**src/rtl/pwi_mul.sv**
```systemverilog
// Shared signed multiplier of the rebound datapath, product registered.
// Depends on nothing.
module pwi_mul (
   input  logic               clock,
   input  logic signed [34:0] mul_a,
   input  logic signed [32:0] mul_b,
   output logic signed [67:0] prod
);

   logic signed [67:0] prod_ff;

   // One product per cycle.
   always_ff @(posedge clock) begin
      prod_ff <= 68'(mul_a) * 68'(mul_b);
   end

   assign prod = prod_ff;

endmodule

```
**config.mk**
```make
export PLATFORM = sky130hd
export DESIGN_NAME = pwi_mul
export DESIGN_NICKNAME = d
export VERILOG_FILES = /design/src/rtl/pwi_mul.sv
export SDC_FILE = /design/constraint.sdc
export NUM_CORES = 2
export LEC_CHECK = 0
export ABC_AREA = 1
export BUFFER_PORTS_ARGS = -buffer_cell sky130_fd_sc_hd__buf_2
export CAP_MARGIN = 10
export CORE_ASPECT_RATIO = 1.1
export CORE_MARGIN = 2
export CORE_UTILIZATION = 35
export DETAILED_ROUTE_END_ITERATION = 6
export PLACE_DENSITY = 0.56
export SYNTH_ARGS = -nofsm -noshare
export SYNTH_HDL_FRONTEND = slang
export SYNTH_SLANG_ARGS = --single-unit
```
**constraint.sdc**
```tcl
create_clock -name clock -period 25 [get_ports clock]
set_input_delay 5 -clock clock [delete_from_list [all_inputs] [get_ports clock]]
set_output_delay 5 -clock clock [all_outputs]
set_load 0.01 [all_outputs]
```
# Yosys cells after proc, flatten, opt, wreduce, memory -nomap -nowiden
# Index checks and enable logic that the tools add are counted.
# totals
register_bits	68
latchBits	0
ram_bits	0
mem_bits_ro	0
in_bits	69
output_inout_bits	68
mem_count	0
# classes
add_sub_neg	0
multipliers	1
n_div	0
magnitude_cmp	0
n_eq_ne	0
shift	0
mux	0
n_bitwise	0
n_reduce_logical	0
# op_table
cell	n
multiplier 35 x 33 -> 68 bit	1

# Logic depth before layout (Yosys ltp)
# depth
depth_word	1
ltp_mapped	33

# Worst setup path after synthesis
# Ideal clock, no wire load.
# synth_timing
kind	input -> register
startpoint	input mul_a[34]
endpoint	register prod_ff[67], in the netlist prod[67]
arrival_ns	11.945
required_ns	24.887
setup_slack_ns	12.942
stages	26
n_path_buf	2
path_cell_list	clkbuf_1 clkbuf_1 nand2_1 inv_1 fa_1 fa_1 fa_1 inv_1 fa_1 inv_1 fa_1 fa_1 fa_1 inv_1 fa_1 inv_1 ha_1 nand2_1 nor2_2 inv_1 nor2_2 nand2_1 nor3_1 nand2_2 nand3_1 nand2_1
# synth_via
elab_chain_len	1
# synth_rtl
element	line_no	text
start: declaration	5	input logic signed [34:0] mul_a,
multiplier 35 x 33 -> 68 bit	14	prod_ff <= 68'(mul_a) * 68'(mul_b);
end signal: assignment	14	
end: declaration	10	logic signed [67:0] prod_ff;
# Every way passes these cells.

# Worst setup path in the final report
# layout_timing
startpoint	input mul_b[0]
endpoint	register prod_ff[63], in the netlist prod[63]
# layout_via
elab_chain_len	1
# layout_rtl
element	line_no	text
start: declaration	6	input logic signed [32:0] mul_b,
multiplier 35 x 33 -> 68 bit	14	
# Every way passes these cells.

==> metrics.csv <==
stage,metric,value,unit
outcome,status,finished clean,
die,ios,137,
job,maxCapViolations,0,
synth,synth_area_leaders,"fa_1 53%, inv_1 16%, nand2_1 14%, ha_1 6.1%, dfxtp_1 3.0%",
setup_path,crit_arrival,13.05,ns
global_route,grt_pass1_vias,37900,
global_route,track_usage,21.1,%
setup_path,required,25.26,ns
timing,min_period_over_period,51.1,%
routing,drtIter0Drc,2080,
synth,yosysMostFrequentCell,inv_1,
clocking,clkSinkCount,68,
clocking,holdBufCountCts,0,
timing,fin_setup_tns,0,ns
synth,synth_nets,7297,
cells_and_area,largest_reg_flops,68,
timing,hold_viol_final,0,
setup_path,crit_fanout,35,
synth,synth-edff-count,0,
synth,yosysSeqAreaShare,3.01,%
synth,async_flop_share,0,%
routing,wl_met2,65600,um
place,portBuffers,136,
synth,yosysWarnings,0,
die,die_x,347,um
timing,timing.final.crit_period,12.79,ns
die,die_h,381,um
die,start_util,35.2,%
clocking,clk_pin_slew,0.06,ns
clocking,cts_max_path_buffers,2,
synth,ys_types,28,
routing,wl_met1,57400,um
routing,ant_nets,0,
place,post-dp-hpwl,113000,um
clocking,cts-root-buf,clkbuf_16,
cells_and_area,layout-drive-gt1-share,3.98,%
clocking,post_cts_buffers,0,
hold_path,hold_class,input pin to flop,
clocking,ctsHtreeMaxLevel,3,
synth,syn_area,45200,sq um
synth,yosysTopAreaCell,fa_1,
routing,drc,0,
routing,dr.pass1.iters,6,
routing,top_layer,met5,
clocking,cts_buffers,9,
global_route,grt_overflow,0,
setup_path,path_class,input pin to flop,
die,coreArea,128000,sq um
routing,dr_total_vias,34300,
cells_and_area,nets,7193,
cells_and_area,area_growth,4.96,%
synth,ys_ff_latch,68,
clocking,cts_tree,done,
routing,routed_via_density,4.64,
timing,relSlewSlack,31.0,%
global_route,grt_start_max_net_pins,37,
timing,finalMaxSlewViolations,0,
timing,tightest_slew,1.04,ns
place,gp_congestion,0.929,
setup_path,cp_slowest_stage_delay,0.96,ns
synth,avgSynthCellArea,7.79,sq um
die,core.rowCount,138,
setup_path,cp_common_cell,fa_1,
routing,wl_met3,6810,um
routing,wirelength,132000,um
setup_path,critical_path.endpoint_type,flop,
hold_path,hold_depth,3,
timing,setup_violations,0,
synth,synth_common_cells,"1972 x inv_1, 1645 x nand2_1, 1207 x fa_1, 270 x clkbuf_1, 221 x ha_1",
global_route,antenna_found_initial,15,
global_route,grt_pass1_wl,217000,um
synth,synth_top_area_share,53.5,%
timing,max_freq,78.2,MHz
synth,syn_inst,5800,
timing,rsz0062_at_grt,false,
die,dieArea,132000,sq um
setup_path,critPathLaunchType,input pin,
setup_path,slowest_stage,fa_1,
clocking,cts_resized,0,
synth,ys_dominant_reg_cell,dfxtp_1,
routing,wl_per_cell,17.9,um
==> path summary, 6_finish.rpt <==
| path | slack, ns | to | start |
|---|---|---|---|
| worst max-delay path | 12.21 | prod[63] | mul_b[0] |
| worst min-delay path | 5.38 | prod[0] | mul_b[0] |
==> cell type report <==
class | instances | area (sq um)
Clock inverter | 6 | 71.3
Fill cell | 13700 | 81000
Sequential cell | 68 | 1360
Clock buffer | 10 | 239
Tap cell | 1680 | 2100
Timing Repair Buffer | 156 | 831
Inverter | 1973 | 7410
Multi-Input combinational cell | 3488 | 35400
Antenna cell | 6 | 15.0
==> routing by layer <==
layer  vias to the layer above  track usage, %
met5                         -               0
met4                         4            4.44
met3                       146            1.75
met2                       943            36.2
met1                     17700            29.1
li1                      15500               -
==> cells in the final DEF, fill, tap and decap left out, drive strengths merged <==
cell and n:
buf 156, bufinv 1, nand4 17, nor4 2, nor2 125, clkinv 3
fa 1207, ha 221, o21ai 23, dfxtp 68, diode 6, clkinvlp 2
xnor2 6, nand3b 1, nor3 11, inv 1973, or2 6, nand2 1668
xor2 36, clkbuf 10, nand3 97, a21o 1, a21oi 63, o21bai 4
==> cells by family (layout without fill, tap and decap cells) <==
group	after synthesis	count (layout)	share of synthesized area (%)
buffers and inverters	2244	2145	18.6
AND/OR/NAND/NOR	1927	1927	16.9
adder cells (fa/ha/maj)	1428	1428	59.6
AO/OA/AOI/OAI	91	91	1.04
flip-flops	68	68	3.01
XOR/XNOR	42	42	0.814
other	0	6	0
==> through the flow <==
stage,worst slack [ns],cell area [sq um],hold WS (ns),cells,utilization [%]
finish,12.21,47400,5.38,7387,36.9
global route,11.59,47400,5.36,7386,36.9
CTS,12.16,47400,5.35,7381,36.9
detailed placement,11.76,47100,5.39,7365,36.7
global placement,11.76,47100,5.39,7365,36.7
floorplan,12.94,45200,5.30,5800,-
==> critical path, delay by kind of cell <==
kind                       cells  cell delay, ns
and+or+nand+nor                9            1.16
buffers and inverters          7            1.80
adders and majority gates      9            5.04
Power is not shown: default switching activity piles up to over one toggle a cycle in this logic, so the estimate is an artifact.
